### config.mk
export PLATFORM = sky130hd
export DESIGN_NAME = led_strip_frame_animator
export DESIGN_NICKNAME = d
export VERILOG_FILES = /design/src/hw/rtl/lsfa_pkg.sv /design/src/hw/rtl/lsfa_fade_mem.sv /design/src/hw/rtl/lsfa_frame_gen.sv /design/src/hw/rtl/led_strip_frame_animator.sv
export SDC_FILE = /design/constraint.sdc
export NUM_CORES = 1
export LEC_CHECK = 0
export ABC_AREA = 1
export BUFFER_PORTS_ARGS = -buffer_cell sky130_fd_sc_hd__buf_2
export CAP_MARGIN = 15
export CORE_MARGIN = 8
export CORE_UTILIZATION = 40
export CTS_CLUSTER_DIAMETER = 50
export CTS_CLUSTER_SIZE = 40
export DETAILED_ROUTE_END_ITERATION = 10
export SLEW_MARGIN = 20
export SYNTH_ARGS = -nofsm -noshare
export SYNTH_HDL_FRONTEND = slang
export SYNTH_SLANG_ARGS = --single-unit
### constraint.sdc
create_clock -name clk -period 2.35 [get_ports clk]
set_input_delay 0.3525 -clock clk [delete_from_list [all_inputs] [get_ports clk]]
set_output_delay 0.3525 -clock clk [all_outputs]
set_load 0.005 [all_outputs]
### src/hw/rtl/lsfa_pkg.sv
// Shared types and constants for the LED strip frame animator.
package lsfa_pkg;

  localparam int N_LEDS_DEF    = 9;
  localparam int SCAN_LEDS_DEF = 9;

  localparam logic [2:0] MODE_DOT  = 3'd1;
  localparam logic [2:0] MODE_SCAN = 3'd5;

  localparam logic [2:0] REG_MODE     = 3'd0;
  localparam logic [2:0] REG_RED      = 3'd1;
  localparam logic [2:0] REG_GREEN    = 3'd2;
  localparam logic [2:0] REG_BLUE     = 3'd3;
  localparam logic [2:0] REG_INTERVAL = 3'd4;

  localparam logic [7:0] LED_HEADER = 8'hFF;
  localparam logic [7:0] DOT_BLUE   = 8'hF1;
  localparam logic [7:0] DOT_GREEN  = 8'hEF;
  localparam logic [7:0] DOT_RED    = 8'hFF;
  localparam logic [7:0] SPOT_FADE  = 8'd246;
  localparam logic [7:0] FADE_STEP  = 8'd15;
  localparam logic [7:0] GLOW       = 8'd5;

  localparam int PRE_BYTES = 4;

  typedef struct packed {
    logic       start;
    logic [2:0] mode;
  } frame_req_t;

endpackage

### src/hw/rtl/lsfa_fade_mem.sv
// Scanner fade level memory: registered read, valid bits for reset state.
module lsfa_fade_mem #(
  parameter int DEPTH = lsfa_pkg::SCAN_LEDS_DEF,
  parameter int AW    = $clog2(DEPTH)
) (
  input  logic          clk,
  input  logic          rst_n,
  input  logic          rd_en,
  input  logic [AW-1:0] rd_addr,
  input  logic          wr_en,
  input  logic [AW-1:0] wr_addr,
  input  logic [7:0]    wr_data,
  output logic [7:0]    rd_data
);
  import lsfa_pkg::*;

  logic [7:0]       mem [DEPTH];
  logic [DEPTH-1:0] valid_r;
  logic [7:0]       rd_data_r;

  always_ff @(posedge clk) begin
    if (!rst_n) begin
      valid_r <= '0;
    end else if (wr_en) begin
      valid_r[wr_addr] <= 1'b1;
    end
  end

  always_ff @(posedge clk) begin
    if (wr_en) begin
      mem[wr_addr] <= wr_data;
    end
    if (rd_en) begin
      rd_data_r <= valid_r[rd_addr] ? mem[rd_addr] : 8'd0;
    end
  end

  assign rd_data = rd_data_r;

endmodule

### src/hw/rtl/lsfa_frame_gen.sv
// Frame byte sequencer: preamble, LED records, trailer, with fade read-modify-write.
module lsfa_frame_gen #(
  parameter int N_LEDS    = lsfa_pkg::N_LEDS_DEF,
  parameter int SCAN_LEDS = lsfa_pkg::SCAN_LEDS_DEF
) (
  input  logic                clk,
  input  logic                rst_n,
  input  lsfa_pkg::frame_req_t req,
  input  logic [7:0]          base_red,
  input  logic [7:0]          base_green,
  input  logic [7:0]          base_blue,
  output logic                busy,
  output logic                out_valid,
  input  logic                out_stall,
  output logic [7:0]          out_frame_byte,
  output logic                out_last_byte
);
  import lsfa_pkg::*;

  localparam int MAXL    = (N_LEDS > SCAN_LEDS) ? N_LEDS : SCAN_LEDS;
  localparam int LED_W   = $clog2(MAXL + 1);
  localparam int FA_W    = $clog2(SCAN_LEDS);
  localparam int TRAIL   = 5 + N_LEDS / 8;
  localparam int CNT_W   = $clog2(TRAIL);

  typedef enum logic [1:0] {S_IDLE, S_PRE, S_LED, S_POST} state_t;

  state_t            state_r;
  logic [CNT_W-1:0]  cnt_r;
  logic [LED_W-1:0]  led_r;
  logic [LED_W-1:0]  led_last_r;
  logic [1:0]        bsel_r;
  logic              scan_r;
  logic              hit_en_r;
  logic [LED_W-1:0]  hit_idx_r;
  logic [7:0]        pos_r;
  logic [7:0]        fade_new_r;
  logic              out_valid_r;
  logic [7:0]        byte_r;
  logic              last_r;

  logic              adv;
  logic              spot;
  logic              edge_led;
  logic              lit;
  logic [7:0]        fade_old;
  logic [7:0]        fade_new;
  logic [7:0]        scan_red;
  logic              fade_rd;
  logic              fade_wr;

  // start-of-frame position math
  logic [5:0]        phase;
  logic [7:0]        pos_inc;
  logic              start_hit_en;
  logic [LED_W-1:0]  start_hit_idx;
  logic [7:0]        start_pos_nxt;
  logic [5:0]        scan_cur;

  assign adv      = !out_valid_r || !out_stall;
  assign busy     = (state_r != S_IDLE) || out_valid_r;
  assign spot     = hit_en_r && (led_r == hit_idx_r);
  assign lit      = spot && !scan_r;
  assign edge_led = (led_r == '0) || (led_r == LED_W'(SCAN_LEDS - 1));
  assign fade_rd  = adv && (state_r == S_LED) && scan_r && (bsel_r == 2'd0);
  assign fade_wr  = adv && (state_r == S_LED) && scan_r && (bsel_r == 2'd1);
  assign scan_red = fade_new_r + GLOW;

  always_comb begin
    if (spot) begin
      fade_new = SPOT_FADE;
    end else if (fade_old >= FADE_STEP) begin
      fade_new = fade_old - FADE_STEP;
    end else begin
      fade_new = 8'd0;
    end
  end

  always_comb begin
    phase         = pos_r[7:2];
    pos_inc       = pos_r + 8'd1;
    scan_cur      = phase;
    start_hit_en  = 1'b0;
    start_hit_idx = '0;
    start_pos_nxt = 8'd0;
    if (req.mode == MODE_SCAN) begin
      start_hit_en  = 1'b1;
      start_pos_nxt = pos_inc;
      if (phase >= 6'(SCAN_LEDS)) begin
        if (phase >= 6'(2 * SCAN_LEDS)) begin
          scan_cur      = 6'd0;
          start_pos_nxt = 8'd0;
        end else begin
          scan_cur = 6'(2 * SCAN_LEDS - 1) - phase;
        end
      end
      start_hit_idx = scan_cur[LED_W-1:0];
    end else if (req.mode == MODE_DOT) begin
      start_hit_en  = pos_r < 8'(N_LEDS);
      start_hit_idx = pos_r[LED_W-1:0];
      start_pos_nxt = (pos_inc >= 8'(N_LEDS)) ? 8'd0 : pos_inc;
    end
  end

  lsfa_fade_mem #(
    .DEPTH (SCAN_LEDS),
    .AW    (FA_W)
  ) u_fade_mem (
    .clk     (clk),
    .rst_n   (rst_n),
    .rd_en   (fade_rd),
    .rd_addr (led_r[FA_W-1:0]),
    .wr_en   (fade_wr),
    .wr_addr (led_r[FA_W-1:0]),
    .wr_data (fade_new),
    .rd_data (fade_old)
  );

  always_ff @(posedge clk) begin
    if (!rst_n) begin
      state_r     <= S_IDLE;
      out_valid_r <= 1'b0;
      pos_r       <= 8'd0;
      cnt_r       <= '0;
      led_r       <= '0;
      bsel_r      <= 2'd0;
    end else begin
      unique case (state_r)
        S_IDLE: begin
          if (adv) begin
            out_valid_r <= 1'b0;
          end
          if (req.start) begin
            scan_r     <= (req.mode == MODE_SCAN);
            led_last_r <= (req.mode == MODE_SCAN) ? LED_W'(SCAN_LEDS - 1)
                                                  : LED_W'(N_LEDS - 1);
            hit_en_r   <= start_hit_en;
            hit_idx_r  <= start_hit_idx;
            pos_r      <= start_pos_nxt;
            cnt_r      <= '0;
            led_r      <= '0;
            bsel_r     <= 2'd0;
            state_r    <= S_PRE;
          end
        end
        S_PRE: begin
          if (adv) begin
            out_valid_r <= 1'b1;
            byte_r      <= 8'd0;
            last_r      <= 1'b0;
            if (cnt_r == CNT_W'(PRE_BYTES - 1)) begin
              cnt_r   <= '0;
              state_r <= S_LED;
            end else begin
              cnt_r <= cnt_r + 1'b1;
            end
          end
        end
        S_LED: begin
          if (adv) begin
            out_valid_r <= 1'b1;
            last_r      <= 1'b0;
            bsel_r      <= bsel_r + 2'd1;
            unique case (bsel_r)
              2'd0: byte_r <= LED_HEADER;
              2'd1: begin
                fade_new_r <= fade_new;
                byte_r     <= scan_r ? 8'd0 : (lit ? DOT_BLUE : base_blue);
              end
              2'd2: begin
                if (scan_r) begin
                  byte_r <= (spot && edge_led) ? {2'b00, scan_red[7:2]} : 8'd0;
                end else begin
                  byte_r <= lit ? DOT_GREEN : base_green;
                end
              end
              default: begin
                byte_r <= scan_r ? scan_red : (lit ? DOT_RED : base_red);
                if (led_r == led_last_r) begin
                  state_r <= S_POST;
                end else begin
                  led_r <= led_r + 1'b1;
                end
              end
            endcase
          end
        end
        S_POST: begin
          if (adv) begin
            out_valid_r <= 1'b1;
            byte_r      <= 8'd0;
            if (cnt_r == CNT_W'(TRAIL - 1)) begin
              last_r  <= 1'b1;
              state_r <= S_IDLE;
            end else begin
              last_r <= 1'b0;
              cnt_r  <= cnt_r + 1'b1;
            end
          end
        end
        default: state_r <= S_IDLE;
      endcase
    end
  end

  assign out_valid      = out_valid_r;
  assign out_frame_byte = byte_r;
  assign out_last_byte  = last_r;

endmodule

### src/hw/rtl/led_strip_frame_animator.sv
// Top level: configuration registers, tick divider and frame byte sequencer.
//
//  channel | signals                                  | direction
//  --------+------------------------------------------+----------
//  in      | in_valid, in_stall, in_tick              | tick in
//  out     | out_valid, out_stall, out_frame_byte,    | bytes out
//          | out_last_byte                            |
//  cfg     | cfg_valid, cfg_ready, cfg_index, cfg_data| reg write
//
// A tick that emits no frame does not raise in_stall. A frame starts with a setup
// step, then emits one byte per cycle while out_stall is low: 4 + 4*L + 5 + N_LEDS/8
// bytes, L = SCAN_LEDS in scanner mode else N_LEDS (46 bytes at the defaults).
// in_stall stays high from the start of a frame until its last byte transfers.
// out_stall freezes the sequencer and the fade memory read-modify-write.
// Synchronous reset (rst_n low) clears mode, colours, fade levels; interval goes to 1.
module led_strip_frame_animator #(
  parameter int N_LEDS    = lsfa_pkg::N_LEDS_DEF,
  parameter int SCAN_LEDS = lsfa_pkg::SCAN_LEDS_DEF
) (
  input  logic       clk,
  input  logic       rst_n,
  input  logic       in_valid,
  output logic       in_stall,
  input  logic       in_tick,
  output logic       out_valid,
  input  logic       out_stall,
  output logic [7:0] out_frame_byte,
  output logic       out_last_byte,
  input  logic       cfg_valid,
  output logic       cfg_ready,
  input  logic [2:0] cfg_index,
  input  logic [7:0] cfg_data
);
  import lsfa_pkg::*;

  logic [2:0] effect_mode_r;
  logic [7:0] base_red_r;
  logic [7:0] base_green_r;
  logic [7:0] base_blue_r;
  logic [7:0] interval_r;
  logic [7:0] divider_r;

  logic       busy;
  logic       in_xfer;
  frame_req_t req;

  assign cfg_ready = 1'b1;
  assign in_stall  = busy;
  assign in_xfer   = in_valid && !busy;

  assign req.start = in_xfer && in_tick && (divider_r == 8'd0);
  assign req.mode  = effect_mode_r;

  always_ff @(posedge clk) begin
    if (!rst_n) begin
      effect_mode_r <= 3'd0;
      base_red_r    <= 8'd0;
      base_green_r  <= 8'd0;
      base_blue_r   <= 8'd0;
      interval_r    <= 8'd1;
    end else if (cfg_valid) begin
      unique case (cfg_index)
        REG_MODE:     effect_mode_r <= cfg_data[2:0];
        REG_RED:      base_red_r    <= cfg_data;
        REG_GREEN:    base_green_r  <= cfg_data;
        REG_BLUE:     base_blue_r   <= cfg_data;
        REG_INTERVAL: interval_r    <= cfg_data;
        default: ;
      endcase
    end
  end

  always_ff @(posedge clk) begin
    if (!rst_n) begin
      divider_r <= 8'd1;
    end else if (in_xfer && in_tick) begin
      divider_r <= (divider_r == 8'd0) ? interval_r : divider_r - 8'd1;
    end
  end

  lsfa_frame_gen #(
    .N_LEDS    (N_LEDS),
    .SCAN_LEDS (SCAN_LEDS)
  ) u_frame_gen (
    .clk            (clk),
    .rst_n          (rst_n),
    .req            (req),
    .base_red       (base_red_r),
    .base_green     (base_green_r),
    .base_blue      (base_blue_r),
    .busy           (busy),
    .out_valid      (out_valid),
    .out_stall      (out_stall),
    .out_frame_byte (out_frame_byte),
    .out_last_byte  (out_last_byte)
  );

endmodule

# ---- Word-level counts from Yosys, hierarchy flattened
# Memory sizes are Yosys's and may differ from the RTL's. A register that Yosys moved wholly into a read port is not among the register bits.
# Index checks and enable logic that the tools add are counted.
dict set report totals {
  register_bits 95
  mem_bits_rw 72
  in_bits 17
  output_inout_bits 12
  elab_cells 172
  memories 1
}
dict set report op_classes {
  addsub 8
  n_lt_le_gt_ge 7
  eq_ne 29
  mux 59
  bitwise_logic 1
  reduce_logical 48
}
# name depth word_bits read_ports rd_ports_with_merged_regs wr line
set mem_list {}
lappend mem_list {u_frame_gen.u_fade_mem.mem 9 8 1 1 1 lsfa_fade_mem.sv:17} ;# logic [7:0] mem [DEPTH];
# op count
set op_table {}
lappend op_table {{$mux W8} 16}
lappend op_table {{$mux W4} 8}
lappend op_table {{$pmux W8 S3} 1}
lappend op_table {{$mux W2} 10}
lappend op_table {{$ne A2 B1 Y1 const B} 9}
lappend op_table {{$ge A8 B4 Y1 const B} 2}
lappend op_table {{$pmux W8 S2} 1}
lappend op_table {{$mux W3} 5}
lappend op_table {{$reduce_and A2 Y1} 7}
lappend op_table {{$reduce_and A4 Y1} 3}
lappend op_table {{$logic_and A1 B1 Y1} 11}
lappend op_table {{$ne A2 B2 Y1 const B} 5}
lappend op_table {{$reduce_and A5 Y1} 2}
lappend op_table {{$eq A3 B2 Y1 const B} 3}
lappend op_table {{$eq A3 B3 Y1 const B} 3}
lappend op_table {{$mux W1} 9}
lappend op_table {{$or A9 B9 Y9} 1}
lappend op_table {{$pmux W3 S3} 1}
lappend op_table {{$add A8 B1 Y8 const B} 1}
lappend op_table {{$add A8 B3 Y8 const B} 1}
lappend op_table {{$logic_not A8 Y1} 1}
lappend op_table {{$lt A8 B4 Y1 const B} 1}
lappend op_table {{$pmux W2 S4} 1}
lappend op_table {{$pmux W4 S2} 1}
lappend op_table {{31 further kinds} 49}

# ---- Logic depth before layout (Yosys ltp)
dict set report depth {
  depth_word 8
  ltp_mapped 13
  depth_no_buf 12
}

# ---- Cells and area by module
# From an unflattened synthesis, not the netlist that was laid out.
dict set report unflattened {
  hier_cells 1006
  hier_area_um2 8593.2
}
# module n_inst cells_per_inst area_per_inst_um2 seq_area_each_um2
set modules_own_cells {}
lappend modules_own_cells {lsfa_fade_mem 1 332 3669.8 2582.5}
lappend modules_own_cells {lsfa_frame_gen 1 421 3062.9 1091.0}
lappend modules_own_cells {led_strip_frame_animator 1 253 1860.5 860.8}

# ---- Worst setup path before layout
# Ideal clock, no wire load.
dict set report synth_path {
  kind {input port to flip-flop}
  start {in rst_n}
  end {reg u_frame_gen.byte_r[0] (netlist: u_frame_gen.out_frame_byte[0]) (enable)}
  setup_time_ps 385
  arrival_ps 1620
  required_time_ps 1965
  setup_slack_ps 345
  stages 4
  n_path_buf 1
  path_cell_list {clkbuf_1 > inv_1 > or2_2 > nor3b_1}
}
dict set report synth_via {
  elab_chain_len 1
}
# item line
set synth_lines {}
lappend synth_lines {{start: declaration} led_strip_frame_animator.sv:21} ;# input logic rst_n,
lappend synth_lines {{$reduce_and A4 Y1 (no source line)} -}
lappend synth_lines {{end signal: assignment} lsfa_frame_gen.sv:168} ;# byte_r <= scan_r ? 8'd0 : (lit ? DOT_BLUE : base_blue);
lappend synth_lines {{end signal: assignment} lsfa_frame_gen.sv:172} ;# byte_r <= (spot && edge_led) ? {2'b00, scan_red[7:2]} : 8'd0;
lappend synth_lines {{end signal: assignment} lsfa_frame_gen.sv:174} ;# byte_r <= lit ? DOT_GREEN : base_green;
lappend synth_lines {{end: declaration} lsfa_frame_gen.sv:39} ;# logic [7:0] byte_r;
# No other way between the ends.
# A chain may end at the register's enable or synchronous reset.

# ---- Worst setup path after layout
dict set report layout_path {
  start {reg u_frame_gen.state_r[0]}
  end {mem u_frame_gen.u_fade_mem.mem[1][3] (enable)}
}
dict set report layout_via {
  elab_chain_len 6
}
# item line
set layout_lines {}
lappend layout_lines {{start: declaration} lsfa_frame_gen.sv:28} ;# state_t state_r;
lappend layout_lines {{start signal: assignment} lsfa_frame_gen.sv:121} ;# state_r <= S_IDLE;
lappend layout_lines {{start signal: assignment} lsfa_frame_gen.sv:143} ;# state_r <= S_PRE;
lappend layout_lines {{start signal: assignment} lsfa_frame_gen.sv:153} ;# state_r <= S_LED;
lappend layout_lines {{$eq A2 B2 Y1} lsfa_frame_gen.sv:66} ;# assign fade_wr = adv && (state_r == S_LED) && scan_r && (bsel_r == 2'd1);
lappend layout_lines {{$logic_and A1 B1 Y1 (3 in series)} lsfa_frame_gen.sv:66}
lappend layout_lines {{$mux W1} lsfa_fade_mem.sv:30} ;# if (wr_en) begin
lappend layout_lines {{$mux W1 (implied by the code)} lsfa_fade_mem.sv:31} ;# mem[wr_addr] <= wr_data;
lappend layout_lines {{end: declaration} lsfa_fade_mem.sv:17}
# No other way between the ends.

==> metrics.md <==
| Metric | Value |
|---|---|
| Status | completed |
| FP Rows | 53 |
| Reg-to-reg endpoint | u_frame_gen.u_fade_mem.mem[1][3]$_DFFE_PP_ |
| Max Clock Freq | 0.503 GHz |
| Int Pwr | 0.00528 W |
| DR pass1 iterations | 5 |
| Cell area after synthesis | 8580 sq um |
| RR Startpoint | u_frame_gen.state_r[0]$_SDFFE_PN0P_ |
| Leak pwr | 3.82 nW |
| Reg power frac | 46.6% |
| Placed Instance Area | 9090 sq um |
| GR Overflow Total | 0 |
| Vias post-DR | 6,655 |
| Io pins | 29 |
| Post-Syn Nets | 1,036 |
| Switching share of power | 30.2% |
| Ys flop type | edfxtp_1 |
| Clock Skews | 0.00874 ns |
| Max-slew headroom | 62.4% |
| Netlist cell types | 45 |
| Pre-CTS setup slack | 0.358 ns |
| HP Start | cfg_data[5] |
| WL per Instance | 14.9 um |
| Crit path max-delay cell type | dfxtp_1 |
| Fin crit share | 84.5% |
| Clock group share of total power | 35.6% |
| Number of flops mapped to enable cells by yosys | 103 |
| Worst slew pin tran | 0.562 ns |
| WHS | 0.210 ns |
| DR vias/cell | 5.04 |
| Filler cell count | 2,066 |
| Setup violations, final | 0 |
| Vias in the first global route | 6,268 |
| Max cap viols | 0 |
| Layout cell share with drive strength beyond 1 | 13.1% |
| Root Driver | clkbuf_16 |
| Routed Antenna Nets | 0 |
| Multi-input logic area | 3370 sq um |
| Cells along the critical path | inv_1, ha_1, inv_2, nor2_1, inv_2, nor3_2, nand3_1, inv_1 |
| CTS sink count | 175 |
| Core area | 21,000 sq um |
| Initial antenna violation count | 0 |
| Die height | 162 um |
| Max clock buf depth | 2 |
| Type of origin of the critical path | register |
| FF/Latch Area | 4530 sq um |
| Gr usage total | 15.3% |
| Logic pwr share | 17.8% |
| Setup TNS | 0 ns |
| Sw power | 0.00228 W |
| Hold_buf cts | 0 |
| First-pass GRT wire length | 32.3 mm |
| Peak fanout along the critical path | 8 |
| # resized after CTS | 0 |
| Worst hold path type | in -> reg |
| Ys Warns | 0 |
| Design area | 9660 sq um |
| Setup ws final | 0.363 ns |
| Port Buffers | 27 |
| Most frequent cells in the layout | nand2_1 (151), nor2_1 (151), inv_1 (110), edfxtp_1 (103), o21ai_0 (94) |
| R2R cell count | 8 |
| Synthesized area per cell | 8.64 sq um |
| Die Area | 26,400 sq um |
| Final estimated routing congestion in global placement | 0.870 |
| Final hold violations | 0 |
| Worst Hold End | base_red_r[5]$_SDFFE_PN0P_ |
| Layout area overhead | 12.6% |
| Largest net degree at the start of global routing | 46 |
| RSZ-0062 raised after global routing | false |
| Initial Util | 40.8% |
| Hold depth | 3 |
| Peak VDD IR | 0.510 mV |
| Synth Register Bits | 175 |
| Nets | 1,076 |
| Residual DRC count | 0 |
| Worst-path clk slew | 0.07 ns |
| Postcts setup bufs | 0 |
| Reg-to-reg slack, setup | 0.36 ns |
| CP Data Required Time | 2.44 ns |
| CTS tree | built |
| Sequential fraction of the synthesis area | 52.9% |
| Min cycle time layout | 1.99 ns |
| Die X | 162 um |
| Crit path DAT | 2.08 ns |
| DP HPWL | 14.2 mm |
| Pwr/cell area | 784 nW/um^2 |
| ANT cells | 0 |
| Num CTS Buffers | 17 |
| Final Max Slew Viols | 0 |
| Worst-Skew Late Latency | 0.43 ns |
| Violation count after the first detailed-routing iteration | 434 |
| Max incr delay on CP | 0.34 ns |
| Async SR Flop Fraction | 0% |
| Critical path class | reg -> reg |
| Setup crit end kind | register |
| Cells after Synth | 993 |
| Htree depth | 4 |
| Total Wirelength | 19.7 mm |
## worst max-delay path by stage
stage,to,from,depth (start not counted),slack [ns]
after detailed placement,u_frame_gen.u_fade_mem.mem[1][4]$_DFFE_PP_,u_frame_gen.state_r[0]$_SDFFE_PN0P_,8,0.36
after CTS,u_frame_gen.u_fade_mem.mem[1][3]$_DFFE_PP_,u_frame_gen.state_r[0]$_SDFFE_PN0P_,8,0.36
after global placement,u_frame_gen.u_fade_mem.mem[1][7]$_DFFE_PP_,u_frame_gen.state_r[0]$_SDFFE_PN0P_,8,0.42
after floorplan,u_frame_gen.out_frame_byte[0]$_SDFFCE_PP0P_,rst_n,4,0.34
after global routing,u_frame_gen.u_fade_mem.mem[1][6]$_DFFE_PP_,u_frame_gen.state_r[0]$_SDFFE_PN0P_,8,0.18
final,u_frame_gen.u_fade_mem.mem[1][3]$_DFFE_PP_,u_frame_gen.state_r[0]$_SDFFE_PN0P_,8,0.36
## registers in the layout, indices dropped and copies added, names as in the netlist, 4 cells and up
name and flops:
u_frame_gen.u_fade_mem.mem 72, u_frame_gen.u_fade_mem.valid_r 9, base_blue_r 8, base_green_r 8
base_red_r 8, divider_r 8, interval_r 8, u_frame_gen.fade_new_r 8
u_frame_gen.out_frame_byte 8, u_frame_gen.pos_r 8, u_frame_gen.u_fade_mem.rd_data 8, u_frame_gen.hit_idx_r 4
u_frame_gen.led_r 4
## worst max-delay path, delay by kind of cell, from the launching register on
kind | cells | cell delay, ns
flip-flops | 1 | 0.34
adder cells (fa/ha/maj) | 1 | 0.20
buffers and inverters | 4 | 0.55
AND/OR/NAND/NOR | 3 | 0.54
## final cells by class
| type | instances | area share [%] |
|---|---|---|
| well taps | 275 | 3.56 |
| repair buffers | 58 | 3.81 |
| clock inverters | 13 | 1.32 |
| clock buffers | 19 | 4.48 |
| multi-input cells | 653 | 34.9 |
| flip-flops and latches | 175 | 47.0 |
| inverters | 128 | 4.98 |
## kinds of logic after synthesis
| logic type | Yosys count | share of synthesized area, % |
|---|---|---|
| other | 1 | 0.0437 |
| buffers and inverters | 165 | 7.88 |
| adders and majority gates | 26 | 3.79 |
| xor gates and xnor gates | 10 | 1.02 |
| AOI/OAI and AO/OA | 202 | 12.6 |
| and+or+nand+nor | 414 | 21.8 |
| DFF | 175 | 52.9 |
## layer usage
| metal | vias to the layer above | global-route usage (%) | share of wire [%] |
|---|---|---|---|
| met5 | - | 0 | 0 |
| met4 | 0 | 5.13 | 1.7 |
| met3 | 25 | 3.01 | 4.3 |
| met2 | 139 | 25.1 | 48 |
| met1 | 3095 | 20.0 | 46 |
| li1 | 3396 | - | - |
## through the flow
stage          util, %  instances  total power [W]
3_5_place_dp      43.3       1289          0.00495
3_3_place_gp      43.3       1289          0.00494
2_1_floorplan        -        993          0.00454
6_report          45.9       1321          0.00757
4_1_cts           45.9       1321          0.00764
5_1_grt           45.9       1321          0.00795
## synthesized netlist by cell type, types with 2 or more instances
| cell type | count | area [sq um] |
|---|---|---|
| inv_2 | 16 | 60.1 |
| o22ai_1 | 18 | 113 |
| nor2_2 | 4 | 25.0 |
| buf_6 | 4 | 45.0 |
| a21oi_1 | 60 | 300 |
| a31oi_1 | 2 | 12.5 |
| nand2_2 | 5 | 31.3 |
| nand3b_1 | 3 | 22.5 |
| a21oi_2 | 3 | 26.3 |
| nand2_1 | 151 | 567 |
| nor3_1 | 11 | 55.1 |
| ha_1 | 26 | 325 |
| edfxtp_1 | 103 | 3090 |
| nor2_4 | 3 | 33.8 |
| nand3_2 | 2 | 20.0 |
| nand4_1 | 16 | 100 |
| xnor2_1 | 4 | 35.0 |
| nor2_1 | 151 | 567 |
| o21ai_0 | 94 | 470 |
| o211ai_1 | 7 | 52.6 |
| dfxtp_1 | 72 | 1440 |
| nand3_1 | 52 | 260 |
| inv_1 | 110 | 413 |
| buf_4 | 4 | 30.0 |
| xor2_1 | 6 | 52.6 |
| o21ai_1 | 12 | 60.1 |
| buf_2 | 9 | 45.0 |
| clkbuf_1 | 19 | 71.3 |
| nand2_4 | 4 | 45.0 |
| clkinv_1 | 2 | 7.51 |
| nor3_2 | 6 | 60.1 |
## power by group through the flow
stage / sequential (W) / combinational (W) / clock, W
CTS: 0.00352 / 0.00136 / 0.00276
finish: 0.00352 / 0.00135 / 0.00269
global route: 0.00354 / 0.00154 / 0.00287
detailed placement: 0.00359 / 0.00136 / 0
floorplan: 0.00357 / 0.000968 / 0
global placement: 0.00359 / 0.00135 / 0
Power figures use the tool's default switching activity.
